[src/sv/assert_macros.svh]
// Assertion macros shared by the RTL. Each use takes a label, the clock,
// the active-low reset and the property terms, and reports through $error.
`ifndef ASSERT_MACROS_SVH
`define ASSERT_MACROS_SVH
`ifndef SYNTHESIS
`define BKVFT_ASSERT(label, clk, rst_n, prop, msg) \
    label: assert property (@(posedge clk) disable iff (!rst_n) (prop)) else $error(msg);
`define BKVFT_ASSERT_IMP(label, clk, rst_n, ante, cons, msg) \
    label: assert property (@(posedge clk) disable iff (!rst_n) (ante) |-> (cons)) \
        else $error(msg);
`define BKVFT_ASSERT_NXT(label, clk, rst_n, ante, cons, msg) \
    label: assert property (@(posedge clk) disable iff (!rst_n) (ante) |=> (cons)) \
        else $error(msg);
`else
`define BKVFT_ASSERT(label, clk, rst_n, prop, msg)
`define BKVFT_ASSERT_IMP(label, clk, rst_n, ante, cons, msg)
`define BKVFT_ASSERT_NXT(label, clk, rst_n, ante, cons, msg)
`endif
`endif

[src/sv/bkvft_pkg.sv]
package bkvft_pkg;

    // Field widths
    localparam int OP_W    = 3;
    localparam int KEY_W   = 16;
    localparam int VAL_W   = 32;
    localparam int MONEY_W = 64;
    localparam int OUT_W   = 63;
    localparam int STAT_W  = 2;

    // Default table depth
    localparam int FIELD_ENTRIES_DEFAULT = 64;

    // Operation codes
    localparam logic [OP_W-1:0] OP_SET          = 3'd0;
    localparam logic [OP_W-1:0] OP_SIGNED_ADD   = 3'd1;
    localparam logic [OP_W-1:0] OP_UNSIGNED_ADD = 3'd2;
    localparam logic [OP_W-1:0] OP_MONEY_SET    = 3'd3;
    localparam logic [OP_W-1:0] OP_MONEY_ADD    = 3'd4;

    // Status codes
    localparam logic [STAT_W-1:0] STATUS_DONE   = 2'd0;
    localparam logic [STAT_W-1:0] STATUS_FULL   = 2'd1;
    localparam logic [STAT_W-1:0] STATUS_REJECT = 2'd2;

    // Keys holding the two halves of the money value
    localparam logic [KEY_W-1:0] MONEY_LOW_KEY  = 16'd3;
    localparam logic [KEY_W-1:0] MONEY_HIGH_KEY = 16'd4;

    // One table entry
    typedef struct packed {
        logic [KEY_W-1:0] key;
        logic [VAL_W-1:0] val;
    } entry_t;

    // Shared adder request and response
    typedef struct packed {
        logic [VAL_W-1:0] a;
        logic [VAL_W-1:0] b;
        logic             cin;
    } alu_req_t;

    typedef struct packed {
        logic [VAL_W-1:0] sum;
        logic             cout;
    } alu_rsp_t;

endpackage

[src/sv/bounded_key_value_field_table_unit.sv]
// Channel   Handshake              Payload
// input     in_valid / in_ready    operation, key, operand
// output    out_valid / out_ready  status, value_after
//
// For N stored entries the key scan reads each stored slot in turn; then a calc step,
// a step for the high half of a money add, a write and a next step per key written
// and a delete step per key deleted, before the done step loads the output register.
// in_ready is high only while idle; a result waiting in the output register holds the
// sequencer in its done step only. Reset clears the entry count, not the entry memory.
`include "assert_macros.svh"

module bounded_key_value_field_table_unit #(
    parameter int FIELD_ENTRIES = bkvft_pkg::FIELD_ENTRIES_DEFAULT
) (
    input  logic                          clk,
    input  logic                          rst_n,
    input  logic                          in_valid,
    output logic                          in_ready,
    input  logic [bkvft_pkg::OP_W-1:0]    operation,
    input  logic [bkvft_pkg::KEY_W-1:0]   key,
    input  logic [bkvft_pkg::MONEY_W-1:0] operand,
    output logic                          out_valid,
    input  logic                          out_ready,
    output logic [bkvft_pkg::STAT_W-1:0]  status,
    output logic [bkvft_pkg::OUT_W-1:0]   value_after
);

    localparam int IDX_W = (FIELD_ENTRIES > 1) ? $clog2(FIELD_ENTRIES) : 1;
    localparam int CNT_W = $clog2(FIELD_ENTRIES + 1);
    localparam int VAL_W = bkvft_pkg::VAL_W;
    localparam int KEY_W = bkvft_pkg::KEY_W;

    localparam logic [2:0] ST_IDLE   = 3'd0;
    localparam logic [2:0] ST_SCAN   = 3'd1;
    localparam logic [2:0] ST_CALC   = 3'd2;
    localparam logic [2:0] ST_ADD_HI = 3'd3;
    localparam logic [2:0] ST_WRITE  = 3'd4;
    localparam logic [2:0] ST_DEL    = 3'd5;
    localparam logic [2:0] ST_NEXT   = 3'd6;
    localparam logic [2:0] ST_DONE   = 3'd7;

    // Control registers
    logic [2:0]       state_reg, state_next;
    logic [CNT_W-1:0] cnt_reg, cnt_next;
    logic [CNT_W-1:0] scan_idx_reg, scan_idx_next;
    logic             rd_pend_reg, rd_pend_next;
    logic             found_a_reg, found_a_next;
    logic             found_b_reg, found_b_next;
    logic             full_reg, full_next;
    logic             rej_reg, rej_next;
    logic             phase_b_reg, phase_b_next;
    logic             del_reg, del_next;
    logic             out_valid_reg, out_valid_next;

    // Payload registers
    logic [bkvft_pkg::OP_W-1:0]    op_reg, op_next;
    logic [KEY_W-1:0]              key_a_reg, key_a_next;
    logic [bkvft_pkg::MONEY_W-1:0] opnd_reg, opnd_next;
    logic [IDX_W-1:0]              rd_slot_reg, rd_slot_next;
    logic [IDX_W-1:0]              slot_a_reg, slot_a_next;
    logic [IDX_W-1:0]              slot_b_reg, slot_b_next;
    logic [VAL_W-1:0]              val_a_reg, val_a_next;
    logic [VAL_W-1:0]              val_b_reg, val_b_next;
    logic                          carry_reg, carry_next;
    logic [VAL_W-1:0]              mon_lo_reg, mon_lo_next;
    logic [VAL_W-1:0]              mon_hi_reg, mon_hi_next;
    logic [bkvft_pkg::STAT_W-1:0]  status_reg, status_next;
    logic [bkvft_pkg::OUT_W-1:0]   value_reg, value_next;

    // Memory and adder hookup
    logic [IDX_W-1:0]    rd_addr;
    bkvft_pkg::entry_t   rd_entry;
    logic                wr_en;
    logic [IDX_W-1:0]    wr_addr;
    bkvft_pkg::entry_t   wr_entry;
    bkvft_pkg::alu_req_t alu_req;
    bkvft_pkg::alu_rsp_t alu_rsp;

    logic [CNT_W-1:0] cnt_dec;
    logic [IDX_W-1:0] last_idx;
    logic [KEY_W-1:0] w_key;
    logic [VAL_W-1:0] w_val;
    logic             w_found;
    logic [IDX_W-1:0] w_slot;
    logic             is_money;

    bkvft_store #(
        .DEPTH (FIELD_ENTRIES),
        .IDX_W (IDX_W)
    ) u_store (
        .clk      (clk),
        .rd_addr  (rd_addr),
        .rd_entry (rd_entry),
        .wr_en    (wr_en),
        .wr_addr  (wr_addr),
        .wr_entry (wr_entry)
    );

    bkvft_alu u_alu (
        .req (alu_req),
        .rsp (alu_rsp)
    );

    // Derived write target for the current phase
    assign cnt_dec  = cnt_reg - CNT_W'(1);
    assign last_idx = cnt_dec[IDX_W-1:0];
    assign w_key    = phase_b_reg ? bkvft_pkg::MONEY_HIGH_KEY : key_a_reg;
    assign w_val    = phase_b_reg ? mon_hi_reg : mon_lo_reg;
    assign w_found  = phase_b_reg ? found_b_reg : found_a_reg;
    assign w_slot   = phase_b_reg ? slot_b_reg : slot_a_reg;
    assign is_money = (op_reg == bkvft_pkg::OP_MONEY_SET) ||
                      (op_reg == bkvft_pkg::OP_MONEY_ADD);

    assign in_ready    = (state_reg == ST_IDLE);
    assign out_valid   = out_valid_reg;
    assign status      = status_reg;
    assign value_after = value_reg;

    // Read address: scan slot, otherwise the last entry for a delete
    assign rd_addr = (state_reg == ST_SCAN) ? scan_idx_reg[IDX_W-1:0] : last_idx;

    // Drive the shared adder
    always_comb
    begin
        alu_req.a   = val_a_reg;
        alu_req.b   = opnd_reg[VAL_W-1:0];
        alu_req.cin = 1'b0;
        if (state_reg == ST_ADD_HI)
        begin
            alu_req.a   = val_b_reg;
            alu_req.b   = opnd_reg[2*VAL_W-1:VAL_W];
            alu_req.cin = carry_reg;
        end
    end

    // Sequencer
    always_comb
    begin
        state_next     = state_reg;
        cnt_next       = cnt_reg;
        scan_idx_next  = scan_idx_reg;
        rd_pend_next   = rd_pend_reg;
        found_a_next   = found_a_reg;
        found_b_next   = found_b_reg;
        full_next      = full_reg;
        rej_next       = rej_reg;
        phase_b_next   = phase_b_reg;
        del_next       = del_reg;
        out_valid_next = out_valid_reg;
        op_next        = op_reg;
        key_a_next     = key_a_reg;
        opnd_next      = opnd_reg;
        rd_slot_next   = rd_slot_reg;
        slot_a_next    = slot_a_reg;
        slot_b_next    = slot_b_reg;
        val_a_next     = val_a_reg;
        val_b_next     = val_b_reg;
        carry_next     = carry_reg;
        mon_lo_next    = mon_lo_reg;
        mon_hi_next    = mon_hi_reg;
        status_next    = status_reg;
        value_next     = value_reg;
        wr_en          = 1'b0;
        wr_addr        = w_slot;
        wr_entry.key   = w_key;
        wr_entry.val   = w_val;

        // Drop the output once it has been taken
        if (out_valid_reg && out_ready)
        begin
            out_valid_next = 1'b0;
        end

        unique case (state_reg)
            ST_IDLE:
            begin
                if (in_valid)
                begin
                    op_next       = operation;
                    opnd_next     = operand;
                    key_a_next    = (operation <= bkvft_pkg::OP_UNSIGNED_ADD) ?
                                    key : bkvft_pkg::MONEY_LOW_KEY;
                    scan_idx_next = '0;
                    rd_pend_next  = 1'b0;
                    found_a_next  = 1'b0;
                    found_b_next  = 1'b0;
                    val_a_next    = '0;
                    val_b_next    = '0;
                    full_next     = 1'b0;
                    rej_next      = 1'b0;
                    phase_b_next  = 1'b0;
                    del_next      = 1'b0;
                    mon_lo_next   = '0;
                    mon_hi_next   = '0;
                    if (operation > bkvft_pkg::OP_MONEY_ADD)
                    begin
                        state_next = ST_DONE;
                    end
                    else if (operation == bkvft_pkg::OP_MONEY_SET &&
                             operand[bkvft_pkg::MONEY_W-1])
                    begin
                        rej_next   = 1'b1;
                        state_next = ST_DONE;
                    end
                    else
                    begin
                        state_next = ST_SCAN;
                    end
                end
            end
            ST_SCAN:
            begin
                // Issue one slot per cycle, compare the one read last cycle
                if (scan_idx_reg < cnt_reg)
                begin
                    rd_pend_next  = 1'b1;
                    rd_slot_next  = scan_idx_reg[IDX_W-1:0];
                    scan_idx_next = scan_idx_reg + CNT_W'(1);
                end
                else
                begin
                    rd_pend_next = 1'b0;
                    if (!rd_pend_reg)
                    begin
                        state_next = ST_CALC;
                    end
                end
                if (rd_pend_reg)
                begin
                    if (!found_a_reg && rd_entry.key == key_a_reg)
                    begin
                        found_a_next = 1'b1;
                        slot_a_next  = rd_slot_reg;
                        val_a_next   = rd_entry.val;
                    end
                    if (!found_b_reg && rd_entry.key == bkvft_pkg::MONEY_HIGH_KEY)
                    begin
                        found_b_next = 1'b1;
                        slot_b_next  = rd_slot_reg;
                        val_b_next   = rd_entry.val;
                    end
                end
            end
            ST_CALC:
            begin
                state_next = ST_WRITE;
                case (op_reg) inside
                    bkvft_pkg::OP_SET:
                    begin
                        mon_lo_next = opnd_reg[VAL_W-1:0];
                    end
                    bkvft_pkg::OP_SIGNED_ADD, bkvft_pkg::OP_UNSIGNED_ADD:
                    begin
                        mon_lo_next = alu_rsp.sum;
                    end
                    bkvft_pkg::OP_MONEY_SET:
                    begin
                        mon_lo_next = opnd_reg[VAL_W-1:0];
                        mon_hi_next = opnd_reg[2*VAL_W-1:VAL_W];
                    end
                    bkvft_pkg::OP_MONEY_ADD:
                    begin
                        mon_lo_next = alu_rsp.sum;
                        carry_next  = alu_rsp.cout;
                        state_next  = ST_ADD_HI;
                    end
                    default:
                    begin
                        state_next = ST_DONE;
                    end
                endcase
            end
            ST_ADD_HI:
            begin
                // Clamp a negative sum to zero
                if (alu_rsp.sum[VAL_W-1])
                begin
                    mon_lo_next = '0;
                    mon_hi_next = '0;
                end
                else
                begin
                    mon_hi_next = alu_rsp.sum;
                end
                state_next = ST_WRITE;
            end
            ST_WRITE:
            begin
                del_next   = 1'b0;
                state_next = ST_NEXT;
                if (w_val == '0)
                begin
                    // Delete: fetch the last entry to move into the freed slot
                    if (w_found)
                    begin
                        state_next = ST_DEL;
                    end
                end
                else if (w_found)
                begin
                    wr_en = 1'b1;
                end
                else if (cnt_reg == CNT_W'(FIELD_ENTRIES))
                begin
                    full_next = 1'b1;
                end
                else
                begin
                    wr_en    = 1'b1;
                    wr_addr  = cnt_reg[IDX_W-1:0];
                    cnt_next = cnt_reg + CNT_W'(1);
                end
            end
            ST_DEL:
            begin
                wr_en      = 1'b1;
                wr_entry   = rd_entry;
                cnt_next   = cnt_dec;
                del_next   = 1'b1;
                state_next = ST_NEXT;
            end
            ST_NEXT:
            begin
                if (is_money && !phase_b_reg)
                begin
                    // Follow the high key if the delete moved it
                    phase_b_next = 1'b1;
                    if (del_reg && slot_b_reg == cnt_reg[IDX_W-1:0])
                    begin
                        slot_b_next = slot_a_reg;
                    end
                    state_next = ST_WRITE;
                end
                else
                begin
                    state_next = ST_DONE;
                end
            end
            ST_DONE:
            begin
                if (!out_valid_reg || out_ready)
                begin
                    out_valid_next = 1'b1;
                    if (rej_reg)
                    begin
                        status_next = bkvft_pkg::STATUS_REJECT;
                        value_next  = '0;
                    end
                    else
                    begin
                        status_next = full_reg ? bkvft_pkg::STATUS_FULL
                                               : bkvft_pkg::STATUS_DONE;
                        if (is_money)
                        begin
                            value_next = {mon_hi_reg[VAL_W-2:0], mon_lo_reg};
                        end
                        else if (full_reg)
                        begin
                            value_next = '0;
                        end
                        else
                        begin
                            value_next = {{(bkvft_pkg::OUT_W-VAL_W){1'b0}}, mon_lo_reg};
                        end
                    end
                    state_next = ST_IDLE;
                end
            end
            default:
            begin
                state_next = ST_IDLE;
            end
        endcase
    end

    // Control state
    always_ff @(posedge clk or negedge rst_n)
    begin
        if (!rst_n)
        begin
            state_reg     <= ST_IDLE;
            cnt_reg       <= '0;
            scan_idx_reg  <= '0;
            rd_pend_reg   <= 1'b0;
            found_a_reg   <= 1'b0;
            found_b_reg   <= 1'b0;
            full_reg      <= 1'b0;
            rej_reg       <= 1'b0;
            phase_b_reg   <= 1'b0;
            del_reg       <= 1'b0;
            out_valid_reg <= 1'b0;
        end
        else
        begin
            state_reg     <= state_next;
            cnt_reg       <= cnt_next;
            scan_idx_reg  <= scan_idx_next;
            rd_pend_reg   <= rd_pend_next;
            found_a_reg   <= found_a_next;
            found_b_reg   <= found_b_next;
            full_reg      <= full_next;
            rej_reg       <= rej_next;
            phase_b_reg   <= phase_b_next;
            del_reg       <= del_next;
            out_valid_reg <= out_valid_next;
        end
    end

    // Payload
    always_ff @(posedge clk)
    begin
        op_reg      <= op_next;
        key_a_reg   <= key_a_next;
        opnd_reg    <= opnd_next;
        rd_slot_reg <= rd_slot_next;
        slot_a_reg  <= slot_a_next;
        slot_b_reg  <= slot_b_next;
        val_a_reg   <= val_a_next;
        val_b_reg   <= val_b_next;
        carry_reg   <= carry_next;
        mon_lo_reg  <= mon_lo_next;
        mon_hi_reg  <= mon_hi_next;
        status_reg  <= status_next;
        value_reg   <= value_next;
    end

    // Checks
    `BKVFT_ASSERT(a_cnt_bound, clk, rst_n, cnt_reg <= CNT_W'(FIELD_ENTRIES), "count over depth")
    `BKVFT_ASSERT_NXT(a_cnt_hold, clk, rst_n, (state_reg != ST_WRITE) && (state_reg != ST_DEL), cnt_reg == $past(cnt_reg), "count moved")
    `BKVFT_ASSERT_IMP(a_full_real, clk, rst_n, (state_reg == ST_DONE) && full_reg && !is_money, cnt_reg == CNT_W'(FIELD_ENTRIES), "false full")
    `BKVFT_ASSERT_IMP(a_scan_slot, clk, rst_n, (state_reg == ST_SCAN) && rd_pend_reg, CNT_W'(rd_slot_reg) < cnt_reg, "scan overrun")

endmodule

[src/sv/bkvft_alu.sv]
module bkvft_alu (
    input  bkvft_pkg::alu_req_t req,
    output bkvft_pkg::alu_rsp_t rsp
);

    // 32-bit add with carry in and carry out
    assign {rsp.cout, rsp.sum} = {1'b0, req.a} + {1'b0, req.b}
                               + (bkvft_pkg::VAL_W + 1)'(req.cin);

endmodule

[src/sv/bkvft_store.sv]
module bkvft_store #(
    parameter int DEPTH = bkvft_pkg::FIELD_ENTRIES_DEFAULT,
    parameter int IDX_W = $clog2(DEPTH)
) (
    input  logic                clk,
    input  logic [IDX_W-1:0]    rd_addr,
    output bkvft_pkg::entry_t   rd_entry,
    input  logic                wr_en,
    input  logic [IDX_W-1:0]    wr_addr,
    input  bkvft_pkg::entry_t   wr_entry
);

    bkvft_pkg::entry_t mem [DEPTH];

    // Registered read, one address per cycle
    always_ff @(posedge clk)
    begin
        rd_entry <= mem[rd_addr];
    end

    // Single write port
    always_ff @(posedge clk)
    begin
        if (wr_en)
        begin
            mem[wr_addr] <= wr_entry;
        end
    end

endmodule

[config.mk]
export PLATFORM = sky130hd
export DESIGN_NAME = bounded_key_value_field_table_unit
export DESIGN_NICKNAME = d
export VERILOG_FILES = /design/src/sv/bkvft_pkg.sv /design/src/sv/bounded_key_value_field_table_unit.sv /design/src/sv/bkvft_alu.sv /design/src/sv/bkvft_store.sv
export VERILOG_INCLUDE_DIRS = /design/src /design/src/sv
export SDC_FILE = /design/constraint.sdc
export NUM_CORES = 2
export LEC_CHECK = 0
export BUFFER_PORTS_ARGS = -buffer_cell sky130_fd_sc_hd__buf_2
export CORE_UTILIZATION = 30
export CTS_BUF_LIST = sky130_fd_sc_hd__clkbuf_16
export DETAILED_ROUTE_END_ITERATION = 6
export HOLD_SLACK_MARGIN = 0.06
export MAX_ROUTING_LAYER = met4
export PLACE_DENSITY_LB_ADDON = 0.25
export SLEW_MARGIN = 10
export SYNTH_ARGS = -nofsm -noshare
export SYNTH_HDL_FRONTEND = slang
export SYNTH_SLANG_ARGS = --single-unit
[constraint.sdc]
create_clock -name clk -period 6.8 [get_ports clk]
set_input_delay 1.36 -clock clk [delete_from_list [all_inputs] [get_ports clk]]
set_output_delay 1.36 -clock clk [all_outputs]
set_load 0.005 [all_outputs]
==> impl_metrics.ini <==
[placed_design]
detailedPlacementHpwl_um = 245600
dp_worst_setup_slack_ns = 1.183
port_buffers = 153
gp_congestion = 0.8647

[synth]
ys_ff_latch = 3440
asyncSetResetFlopFracSynth = 0.007267
synth_nets = 9463
yosys_warning_total = 0
synth-main-ff-cell = sky130_fd_sc_hd__edfxtp_1
postSynthAreaPerCell_um2 = 14.69
number_of_synthesized_flops_with_an_enable_pin = 3367
syn-cell-area_um2 = 137100
synth.distinct_cells = 73
synth_cells = 9333
seq_area_frac_synth = 0.7493

[sta]
clock-skew-final_ns = 0.05528
final.setup.tns_ns = 0
post-route-worst-setup-slack_ns = 1.177
timing.final.hold_violations = 0
setup_repair_after_global_routing_missed_its_margin = no
fin_crit_sh = 0.8269
layout_min_cycle_time_ns = 5.623
fmax_ghz = 0.1778
timing_max_transition_violations_final = 0
max-slew-margin-rel = 0.1472
setup_viol_count_final = 0
worst_margin_slew_ns = 1.279

[setup_path]
r2r-end = mon_lo_reg[1]$_SDFFCE_PN0P_
regToRegSetupSlack_ns = 1.18
worstReg2RegStart = state_reg[1]$_DFFE_PN0P_
endpoint_kind = flop
reg2reg_depth = 14
startpoint_type = flop
cp_max_fo = 33
setup.worst_path.start = state_reg[1]$_DFFE_PN0P_
endpoint_of_the_worst_setup_timing_path = mon_lo_reg[1]$_SDFFCE_PN0P_
crit_type = reg -> reg
critical_path_arrival_ns = 6.20
critical_path_rt_ns = 7.37

[clocking]
post_cts_resize_count = 0
cts_tree = done
numCtsBuffers = 375
clk-insertion-delay-late_ns = 0.97
clkTransAtPathRegs_ns = 0.06
cts-root-buf = sky130_fd_sc_hd__clkbuf_16
cts.repair_timing.setup_buffer_count = 0
clock_path_buffers = 4
cts_htree_levels = 5
cts-hold-fix-buffers = 0
cts.sink_count = 3440

[route]
route.detailed.drc = 0
final_antenna_net_count = 0
drt-vias-per-instance = 5.146
routed-via-count = 81594
dr.pass1.iters = 6
post_drt_wl_per_cell_um = 26.53
detailedRoute.firstIterationViolations = 8921
drt_wl_total_um = 420700

[worst_hold_path]
type_of_the_tightest_min_delay_check = reg -> reg
min_delay_path_depth = 0

[flow_run]
max_cap_violations = 0

[die]
io-pin-count = 154
design.die.area_um2 = 459600
placementRows = 247
core_area_um2 = 453700
die_w_um = 677.9
start_util = 0.3021
die_h_um = 677.9

[global_route]
number_of_global_route_vias_before_repair = 79712
grt_pass1_wl_um = 599500
grt_antenna_before_repair = 33
grt.total_usage = 0.1827
grt_remaining_overflow = 0
maximum_number_of_pins_on_one_net_before_global_route_repair = 133

[power]
total_leakage_power_nw = 53.52
post-layout-total-power_mw = 84.12
powerDensity_nw_per_um2 = 528.5
max-vdd-ir-drop_uv = 682.8

[cells_and_area]
area.growth.synth_to_final_pct = 16.14
multi_input_comb_area_um2 = 32940
ff_latch_area_um2 = 102700
max_ffs_per_register = 3072
share_of_post_route_cells_with_drive_strength_above_1 = 0.1522
fillerInstances = 43193
final_nets = 9696

[run_status]
status = completed
==> placed cells by master, fill, tap and decap left out, types with 48 or more instances in the layout <==
master                      Yosys  layout
sky130_fd_sc_hd__buf_12         0      72
sky130_fd_sc_hd__dfxtp_1       48      48
sky130_fd_sc_hd__and2_1       116     115
sky130_fd_sc_hd__a21oi_1       82      76
sky130_fd_sc_hd__buf_4         17     202
sky130_fd_sc_hd__clkinv_1       3      84
sky130_fd_sc_hd__clkbuf_16      0     382
sky130_fd_sc_hd__nand3_1     1735    1734
sky130_fd_sc_hd__nand2_1     2309    2293
sky130_fd_sc_hd__buf_2        122     153
sky130_fd_sc_hd__edfxtp_1    3367    3367
sky130_fd_sc_hd__nand4_1       59      59
sky130_fd_sc_hd__inv_1         25     103
sky130_fd_sc_hd__mux4_2       378     378
sky130_fd_sc_hd__clkinv_2       0      57
sky130_fd_sc_hd__nor2_4         0      65
sky130_fd_sc_hd__nor2_1       115      50
==> critical path: stages, from the launching register on <==
cell and delay (ns):
sky130_fd_sc_hd__dfrtp_1 0.77, sky130_fd_sc_hd__nand3_2 0.55, sky130_fd_sc_hd__buf_12 0.37, sky130_fd_sc_hd__nand2_1 0.08, sky130_fd_sc_hd__nand2_1 0.07, sky130_fd_sc_hd__ha_1 0.40
sky130_fd_sc_hd__a21oi_1 0.22, sky130_fd_sc_hd__o21ai_0 0.20, sky130_fd_sc_hd__or4_1 0.55, sky130_fd_sc_hd__nor3_4 0.35, sky130_fd_sc_hd__o21ai_4 0.14, sky130_fd_sc_hd__a311oi_4 0.37
sky130_fd_sc_hd__mux2_4 0.49, sky130_fd_sc_hd__a211oi_4 0.19, sky130_fd_sc_hd__buf_4 0.41
==> synth_stat cells (59+ instances only) <==
master | number | area share
sky130_fd_sc_hd__edfxtp_1 | 3367 | 0.74
sky130_fd_sc_hd__nand4_1 | 59 | 0.0027
sky130_fd_sc_hd__mux4_2 | 378 | 0.062
sky130_fd_sc_hd__nor2_1 | 115 | 0.0031
sky130_fd_sc_hd__and2_1 | 116 | 0.0053
sky130_fd_sc_hd__nand3_1 | 1735 | 0.063
sky130_fd_sc_hd__o21ai_0 | 67 | 0.0024
sky130_fd_sc_hd__buf_1 | 76 | 0.0021
sky130_fd_sc_hd__nand2_1 | 2309 | 0.063
sky130_fd_sc_hd__buf_2 | 122 | 0.0045
sky130_fd_sc_hd__clkbuf_1 | 349 | 0.0096
sky130_fd_sc_hd__a21oi_1 | 82 | 0.0030
==> layer usage <==
metal  global-route usage  vias up  part of all wire
li1                     -    35469                 -
met1               0.2577    42489              0.45
met2               0.2803     3070              0.46
met3              0.02695      566             0.070
met4              0.03954        0             0.022
met5                    -        -                 0
==> cell type report <==
type,count,share of cell area
diodes,8,0.0001258
clock buffers,382,0.06006
clock inverters,302,0.01662
inverters,28,0.0006760
multi-input cells,5294,0.2070
flip-flops and latches,3440,0.6452
well taps,5976,0.04698
repair buffers,427,0.02339
==> metrics by stage <==
| step | cell area [um^2] | util | hold slack, ns | instances |
|---|---|---|---|---|
| 2_1_floorplan | 137100 | - | 0.4204 | 9333 |
| 3_3_place_gp | 146900 | 0.3239 | 0.4256 | 15164 |
| 3_5_place_dp | 146900 | 0.3239 | 0.4346 | 15164 |
| 4_1_cts | 159100 | 0.3508 | 0.3968 | 15848 |
| 5_1_grt | 159200 | 0.3508 | 0.4420 | 15853 |
| 6_report | 159200 | 0.3508 | 0.4254 | 15857 |
==> how the worst min path moves through the flow <==
stage	from	end	slack [ns]
6_report	rd_slot_reg[0]$_DFFE_PP_	slot_a_reg[0]$_DFFE_PP_	0.43
5_1_grt	rd_slot_reg[0]$_DFFE_PP_	slot_a_reg[0]$_DFFE_PP_	0.44
4_1_cts	rst_n	rd_pend_reg$_DFFE_PN0P_	0.40
3_5_place_dp	rd_slot_reg[5]$_DFFE_PP_	slot_a_reg[5]$_DFFE_PP_	0.43
3_3_place_gp	rd_slot_reg[2]$_DFFE_PP_	slot_a_reg[2]$_DFFE_PP_	0.43
2_1_floorplan	rd_slot_reg[0]$_DFFE_PP_	slot_a_reg[0]$_DFFE_PP_	0.42
==> cell families (layout without fill, tap and decap cells) <==
logic type      count (synthesis)  in the layout  synth area share
other cells                     0              8                 0
buf+inv                       599           1139           0.01833
fa+ha+maj                      43             43          0.004035
xor+xnor                       59             59          0.003770
flops                        3440           3440            0.7493
compound gates                298            298           0.01430
simple gates                 4455           4455            0.1435
mux                           439            439           0.06673
==> where the power goes <==
group | switching [mW] | leakage [nW] | internal (mW) | total [mW]
Clock | 8.53 | 6.24 | 11.7 | 20.2
Sequential | 0.665 | 31.4 | 27.6 | 28.3
Combinational | 25.9 | 15.9 | 9.71 | 35.6
(Power assumes the default switching activity.)
